<file path="src/hdl/ptrlcd_pkg.sv">
`timescale 1ns / 1ps
// ----------------------------------------------------------------------------
// ptrlcd_pkg
// Shared types, constants and microcode program of the LCD row refresher.
// ----------------------------------------------------------------------------
package ptrlcd_pkg;

    localparam int FRAME_DEPTH = 1024;
    localparam int FRAME_AW    = 10;
    localparam int PC_W        = 4;

    // command codes of an input item
    typedef enum logic [1:0] {
        CMD_WRITE   = 2'd0,
        CMD_REFRESH = 2'd1,
        CMD_INIT    = 2'd2
    } cmd_t;

    // result byte source
    typedef enum logic [1:0] {
        SRC_CONST = 2'd0,
        SRC_VADDR = 2'd1,
        SRC_HADDR = 2'd2,
        SRC_ACC   = 2'd3
    } src_t;

    // branch condition: taken goes to target, else to the next step
    typedef enum logic [2:0] {
        C_NEXT     = 3'd0,
        C_ALWAYS   = 3'd1,
        C_IDX_MORE = 3'd2,
        C_BIT_MORE = 3'd3,
        C_ROW_MORE = 3'd4
    } cond_t;

    typedef enum logic [1:0] {
        LAST_NO  = 2'd0,
        LAST_YES = 2'd1,
        LAST_ROW = 2'd2
    } last_t;

    typedef struct packed {
        logic            dispatch;
        logic            clr;
        logic            rd;
        logic            emit;
        logic            instr;
        src_t            src;
        last_t           last_sel;
        cond_t           cond;
        logic [PC_W-1:0] target;
        logic [7:0]      cbyte;
    } ctl_t;

    // datapath status seen by the sequencer
    typedef struct packed {
        logic       in_valid;
        logic [1:0] command;
        logic       out_free;
        logic       idx_end;
        logic       bit_end;
        logic       row_end;
    } stat_t;

    typedef struct packed {
        logic       instr;
        logic [7:0] lcd_byte;
        logic       last;
        logic       band_end;
    } res_t;

    // program entry points
    localparam logic [PC_W-1:0] PC_CLEAR    = 4'd0;
    localparam logic [PC_W-1:0] PC_DISPATCH = 4'd1;
    localparam logic [PC_W-1:0] PC_REFRESH  = 4'd2;
    localparam logic [PC_W-1:0] PC_GATHER   = 4'd4;
    localparam logic [PC_W-1:0] PC_INIT     = 4'd8;

    localparam logic [7:0] SET_ADDR = 8'h80;

    localparam logic [6:0] BAND_BOUND [6] = '{7'd0, 7'd13, 7'd26, 7'd39, 7'd52, 7'd64};

    function automatic logic ends_band(input logic [5:0] row);
        logic [6:0] nxt;
        logic       hit;
        nxt = {1'b0, row} + 7'd1;
        hit = 1'b0;
        for (int b = 1; b < 6; b++)
        begin
            if (nxt == BAND_BOUND[b])
                hit = 1'b1;
        end
        return hit;
    endfunction

    // microcode ROM
    function automatic ctl_t rom_word(input logic [PC_W-1:0] pc);
        ctl_t w;
        w          = '0;
        w.src      = SRC_CONST;
        w.last_sel = LAST_NO;
        w.cond     = C_NEXT;
        case (pc)
            4'd0:
            begin
                w.clr    = 1'b1;
                w.cond   = C_IDX_MORE;
                w.target = PC_CLEAR;
            end
            4'd1:  w.dispatch = 1'b1;
            4'd2:
            begin
                w.emit  = 1'b1;
                w.instr = 1'b1;
                w.src   = SRC_VADDR;
            end
            4'd3:
            begin
                w.emit  = 1'b1;
                w.instr = 1'b1;
                w.src   = SRC_HADDR;
            end
            4'd4:
            begin
                w.rd     = 1'b1;
                w.cond   = C_BIT_MORE;
                w.target = PC_GATHER;
            end
            4'd5:  w.cond = C_NEXT;        // last read data lands
            4'd6:
            begin
                w.emit     = 1'b1;
                w.src      = SRC_ACC;
                w.last_sel = LAST_ROW;
                w.cond     = C_ROW_MORE;
                w.target   = PC_GATHER;
            end
            4'd8, 4'd9, 4'd10, 4'd11, 4'd12:
            begin
                w.emit  = 1'b1;
                w.instr = 1'b1;
                case (pc)
                    4'd8:    w.cbyte = 8'h30;
                    4'd9:    w.cbyte = 8'h36;
                    4'd10:   w.cbyte = 8'h0C;
                    4'd11:   w.cbyte = 8'h01;
                    default: w.cbyte = 8'h06;
                endcase
                if (pc == 4'd12)
                begin
                    w.last_sel = LAST_YES;
                    w.cond     = C_ALWAYS;
                    w.target   = PC_DISPATCH;
                end
            end
            default:
            begin
                w.cond   = C_ALWAYS;
                w.target = PC_DISPATCH;
            end
        endcase
        return w;
    endfunction

endpackage

</file>
<file path="src/hdl/ptrlcd_seq.sv">
`timescale 1ns / 1ps
// ----------------------------------------------------------------------------
// ptrlcd_seq
// Step counter and microcode ROM with conditional jumps.
// ----------------------------------------------------------------------------
module ptrlcd_seq
    import ptrlcd_pkg::*;
(
    input  logic  clk,
    input  logic  rst_n,
    input  stat_t stat,
    output ctl_t  ctl,
    output logic  fire
);

    logic [PC_W-1:0] pc_reg;
    logic [PC_W-1:0] pc_next;
    logic [PC_W-1:0] pc_inc;
    logic            taken;

    assign ctl    = rom_word(pc_reg);
    assign pc_inc = pc_reg + 1'b1;

    // a step executes unless it waits on a handshake
    always_comb
    begin
        if (ctl.emit)
            fire = stat.out_free;
        else if (ctl.dispatch)
            fire = stat.in_valid;
        else
            fire = 1'b1;
    end

    always_comb
    begin
        unique case (ctl.cond)
            C_NEXT:     taken = 1'b0;
            C_ALWAYS:   taken = 1'b1;
            C_IDX_MORE: taken = !stat.idx_end;
            C_BIT_MORE: taken = !stat.bit_end;
            C_ROW_MORE: taken = !stat.row_end;
            default:    taken = 1'b0;
        endcase
    end

    always_comb
    begin
        pc_next = pc_reg;
        if (fire)
        begin
            if (ctl.dispatch)
            begin
                unique case (stat.command)
                    CMD_REFRESH: pc_next = PC_REFRESH;
                    CMD_INIT:    pc_next = PC_INIT;
                    default:     pc_next = PC_DISPATCH;
                endcase
            end
            else if (taken)
                pc_next = ctl.target;
            else
                pc_next = pc_inc;
        end
    end

    always_ff @(posedge clk or negedge rst_n)
    begin
        if (!rst_n)
            pc_reg <= PC_CLEAR;
        else
            pc_reg <= pc_next;
    end

endmodule

</file>
<file path="config.mk">
export PLATFORM = sky130hd
export DESIGN_NAME = ptrlcd_seq
export DESIGN_NICKNAME = d
export VERILOG_FILES = /design/src/hdl/ptrlcd_pkg.sv /design/src/hdl/ptrlcd_seq.sv
export SDC_FILE = /design/constraint.sdc
export NUM_CORES = 1
export LEC_CHECK = 0
export ABC_AREA = 1
export BUFFER_PORTS_ARGS = -buffer_cell sky130_fd_sc_hd__buf_4
export CELL_PAD_IN_SITES_DETAIL_PLACEMENT = 0
export CELL_PAD_IN_SITES_GLOBAL_PLACEMENT = 1
export CORE_ASPECT_RATIO = 0.9
export CORE_MARGIN = 2
export CORE_UTILIZATION = 32
export DETAILED_ROUTE_END_ITERATION = 8
export PLACE_DENSITY_LB_ADDON = 0.3
export SETUP_SLACK_MARGIN = 0.5
export SLEW_MARGIN = 20
export SYNTH_ARGS = -nofsm -noshare
export SYNTH_HDL_FRONTEND = slang
export SYNTH_SLANG_ARGS = --single-unit
</file>
<file path="constraint.sdc">
create_clock -name clk -period 2.1 [get_ports clk]
set_input_delay 0.105 -clock clk [delete_from_list [all_inputs] [get_ports clk]]
set_output_delay 0.105 -clock clk [all_outputs]
set_load 0.03 [all_outputs]
</file>
# Word level (Yosys, flattened, before mapping)
# Cells that the tools add are included.
dict set report classes {
  add_sub_neg 1
  multipliers 0
  div 0
  order_cmp 0
  eq_ne 17
  shifts 0
  muxes 18
  bitwise 0
  n_reduce_logical 10
}
# operator n
set op_table {}
lappend op_table {{$pmux 6 s4} 1}
lappend op_table {{$eq 4x4->1 const B} 5}
lappend op_table {{$pmux 3 s5} 1}
lappend op_table {{$eq 4x3->1 const B} 3}
lappend op_table {{$pmux 4 s3} 1}
lappend op_table {{$reduce_or 5->1} 2}
lappend op_table {{$eq 4x2->1 const B} 2}
lappend op_table {{$mux 4} 2}
lappend op_table {{$mux 8} 1}
lappend op_table {{$pmux 4 s2} 1}
lappend op_table {{$reduce_or 8->1} 1}
lappend op_table {{$mux 1} 7}
lappend op_table {{$reduce_or 7->1} 1}
lappend op_table {{$eq 3x2->1 const B} 2}
lappend op_table {{$mux 6} 1}
lappend op_table {{$pmux 2 s3} 1}
lappend op_table {{$add 4x1->4 const B} 1}
lappend op_table {{$eq 4x1->1 const B} 1}
lappend op_table {{$logic_not 4->1} 1}
lappend op_table {{$pmux 1 s4} 1}
lappend op_table {{$pmux 2 s2} 1}
lappend op_table {{$reduce_or 4->1} 1}
lappend op_table {{$eq 3x1->1 const B} 1}
lappend op_table {{$eq 3x3->1 const B} 1}
lappend op_table {{4 further kinds} 6}
dict set report totals {
  regBits 4
  latch_bits 0
  ramBits 0
  romBits 0
  in_bits 9
  out_inout_bits 25
  wordCells 47
  memories 0
}

# Longest topological paths before layout
dict set report logic_depth {
  word_depth 7
  depth_mapped 14
  mapped_depth_nobuf 14
}

# Worst setup path after synthesis
# Ideal clock, no wire load.
dict set report synth_timing {
  path_kind {register to register}
  from {register pc_reg[0]}
  to {register pc_reg[0]}
  setup_time_ns 0.116
  arrival_time_ns 1.762
  slack_ns 0.222
  path_stages_with_launch 12
  path_cell_list {dfrtp_1 > inv_1 > ha_1 > o21ai_1 > inv_1 > nor2_1 > nand2_1 > nand2_1 > inv_1 > nand3_1 > nand2_1 > nand2_1}
}
# element line_no
set synth_lines {}
lappend synth_lines {{start: declaration} ptrlcd_seq.sv:16} ;# logic [PC_W-1:0] pc_reg;
lappend synth_lines {{start signal: assignment} ptrlcd_seq.sv:72} ;# pc_reg <= pc_next;

# Worst setup path in the final report
dict set report layout_timing {
  from {register pc_reg[1]}
  to {output fire}
}
dict set report layout_via {
  elab_chain_cells 4
}
# element line_no
set layout_rtl {}
lappend layout_rtl {{$eq 4x4->1, or another cell as far along} ptrlcd_pkg.sv:103} ;# case (pc)
lappend layout_rtl {{$reduce_or 8->1 (no source line) or $mux 1 (tied branches)} n/a}
lappend layout_rtl {{$mux 1, on equally long branches} {ptrlcd_pkg.sv:103, ptrlcd_seq.sv:29}}
lappend layout_rtl {{$mux 1 (*)} ptrlcd_seq.sv:27} ;# if (ctl.emit)
lappend layout_rtl {{end: declaration} ptrlcd_seq.sv:13} ;# output logic fire
# Mark *: on every way between the ends. The rest lies on a longest branch, timed or not.

==> results.py <==
metrics = {
    "die": {
        "start_util": 0.334,
        "die_x_microns": 57.1,
        "die_h_microns": 51.8,
        "die-area_sq_mm": 0.00295,
        "io-pin-count": 34,
        "rows": 17,
        "core_area_sq_mm": 0.00242,
    },
    "flow_run": {
        "maxCapViolations": 0,
    },
    "yosys": {
        "syn_area_per_cell_sq_um": 6.76,
        "synth_top_area_frac": 0.123,
        "synth_mux_area_frac": 0,
        "synth_compound_area_frac": 0.134,
        "async_reset_ff_frac": 1.00,
        "synth_edf_count": 0,
        "synth-xor-area-share": 0.0216,
        "synth-seq-cells": 4,
        "ys.flop_type": "dfrtp_1",
        "ys_top_cells_by_area": "dfrtp_1 12%, nand2_1 11%, ha_1 9.3%, inv_1 7.4%, nor2_4 5.6%",
        "yosys.area_share.simple": 0.415,
        "yosysUniqueCellTypes": 32,
        "post_synth_fa_ha_maj_area_fraction": 0.0926,
        "netlist_area_sq_um": 811,
        "yosysTopAreaCell": "dfrtp_1",
        "ys_warn_count": 0,
        "synth_top_family_by_area": "simple AND/OR/NAND/NOR gates",
        "synth.yosys.seq_area_share": 0.123,
        "synthesis.instances": 120,
    },
    "sta": {
        "rsz0062_at_grt": "yes",
        "drv_slew": 0,
        "finalCritPeriodShare": 0.869,
        "setup_viol": 0,
        "setup_tns_ns": 0,
        "setup_ws_ns": 0.275,
        "fin_crit_ns": 1.83,
        "hold_violations": 0,
        "max_clock_freq_mhz": 548,
        "skew_ns": 0.00486,
    },
    "drt": {
        "first_iter_violations": 29,
        "antenna_left": 0,
        "drt_pass1_iterations": 4,
        "drcViolationCount": 0,
        "dr_total_vias": 857,
        "viasPerCell": 4.49,
        "routed_wl_mm": 2.20,
        "wire_per_inst_microns": 11.5,
    },
    "grt": {
        "grt_max_degree": 8,
        "grt_pass1_wl_mm": 3.48,
        "grt_overflow": 0,
        "grt_util_all_layers": 0.152,
        "grt_pass1_vias": 764,
        "antenna_found_initial": 0,
    },
    "placement": {
        "dp_cells": 174,
        "gp_congestion": 0.789,
        "io_buffers": 29,
        "post-dp-hpwl_mm": 1.71,
        "dp_slack_ns": 0.314,
    },
    "final_layout": {
        "seqCellArea_sq_um": 105,
        "nets": 179,
        "fillCellCount": 241,
        "instances_no_fill": 191,
        "drive_gt1_frac": 0.589,
        "diodes": 0,
        "largest_reg_flops": 4,
        "area_growth_pct": 69.3,
        "multi_input_area_sq_um": 707,
    },
    "setup_path": {
        "cp_common_cell": "inv_4",
        "cpPeakStageDelay_ns": 0.44,
        "end_kind": "primary output",
        "reg2reg_depth": 13,
        "r2r_end": "pc_reg[0]",
        "crit_chain": "inv_4 > ha_4 > inv_6 > a21oi_4 > nor2_4 > nand4_4 > o21ai_4 > inv_4 > buf_6",
        "crit_path_start_kind": "register",
        "r2r_start": "pc_reg[0]",
        "startpoint": "pc_reg[1]",
        "crit_path_top_delay_cell": "dfrtp_2",
        "arrival_ns": 1.72,
        "path_class": "register to primary output",
        "rrSetupSlack_ns": 0.33,
        "critPathRequiredTime_ns": 2.00,
        "crit_fanout": 5,
    },
    "clocking": {
        "cts.path.max_buffers": 2,
        "clkSinkCount": 4,
        "h-tree-depth": 1,
        "root_buffer": "clkbuf_4",
        "cts_tree": "built",
        "cts-buffers-inserted": 3,
        "insertion_delay_ns": 0.24,
        "clkTransAtPathRegs_ns": 0.04,
    },
    "run_status": {
        "status": "complete, no violations",
    },
    "min_path": {
        "hold_path.class": "primary input to asynchronous set/reset pin",
    },
}
[layout make-up]
type,count,area share
multi-input cells,85,0.515
repair buffers,43,0.270
inverters,27,0.0939
flip-flops and latches,4,0.0766
well taps,28,0.0255
clock buffers,4,0.0191
[cell usage after synthesis (2+ instances only)]
cell     count
inv_1       16
buf_4        5
nand3_1      7
o21ai_1      2
nor2_4       4
ha_1         6
nand2_2      4
nor2_8       2
nand2_1     24
buf_6        2
inv_2        8
a21oi_1      5
inv_4        3
nor2_1      11
dfrtp_1      4
[per-stage QoR]
stage	hold WS, ns	utilization	instance area (sq um)
after floorplan	-0.191	-	905
after global placement	-0.0957	0.456	1100
after detailed placement	-0.0954	0.456	1100
after CTS	0.195	0.524	1270
after global routing	0.206	0.566	1370
final	0.195	0.566	1370
[repair_timing]
item / in CTS / in global routing
endpoints found under the setup margin: 17 / 16
buffers inserted: 10 / 2
hold buffers: 1 / 0
gates resized for setup: 18 / 21
hold endpoints to repair: 4 / 0
pin swaps: 4 / 4
[layout by cell type, fill, tap and decap left out, types with 3 or more instances in the layout]
master | synthesis | final
inv_2 | 8 | 5
nor2_1 | 11 | 10
inv_4 | 3 | 9
a21oi_1 | 5 | 3
nand2_4 | 1 | 4
buf_4 | 5 | 30
nand2_2 | 4 | 3
nor2_4 | 4 | 5
inv_1 | 16 | 12
ha_4 | 0 | 4
conb_1 | 1 | 4
nand2_1 | 24 | 22
nand3_1 | 7 | 5
dfrtp_2 | 0 | 4
buf_6 | 2 | 12
clkbuf_4 | 0 | 3
o21ai_4 | 1 | 3
[worst max-delay path, delay by kind of cell (launching register included)]
| family | cells | cell delay (ns) |
|---|---|---|
| AOI/OAI and AO/OA | 2 | 0.27 |
| adders and majority gates | 1 | 0.18 |
| buffers and inverters | 4 | 0.34 |
| DFF | 1 | 0.44 |
| and+or+nand+nor | 2 | 0.24 |
[how the worst max path moves through the flow]
stage / endpoint / depth (start not counted)
2_1_floorplan: pc_reg[3] / 10
3_3_place_gp: fire / 8
3_5_place_dp: pc_reg[0] / 13
4_1_cts: ctl[8] / 9
5_1_grt: pc_reg[0] / 13
6_report: fire / 9
[routing by layer]
| layer | wire (microns) | vias up | track usage |
|---|---|---|---|
| met4 | 37 | 0 | 0.0465 |
| met2 | 1060 | 26 | 0.262 |
| met3 | 98 | 5 | 0.0299 |
| li1 | - | 451 | - |
| met5 | 0 | - | 0 |
| met1 | 996 | 375 | 0.191 |
[cell families (layout without fill, tap and decap cells)]
| group | count (synthesis) | after routing |
|---|---|---|
| adders and majority gates | 6 | 6 |
| AOI/OAI and AO/OA | 15 | 15 |
| other | 1 | 4 |
| DFF | 4 | 4 |
| buffers and inverters | 34 | 74 |
| and+or+nand+nor | 58 | 58 |
| xor gates and xnor gates | 2 | 2 |
Power is left out: the tool's default activity adds up to more than one toggle a clock period on the data nets, which glitch-free logic cannot reach.
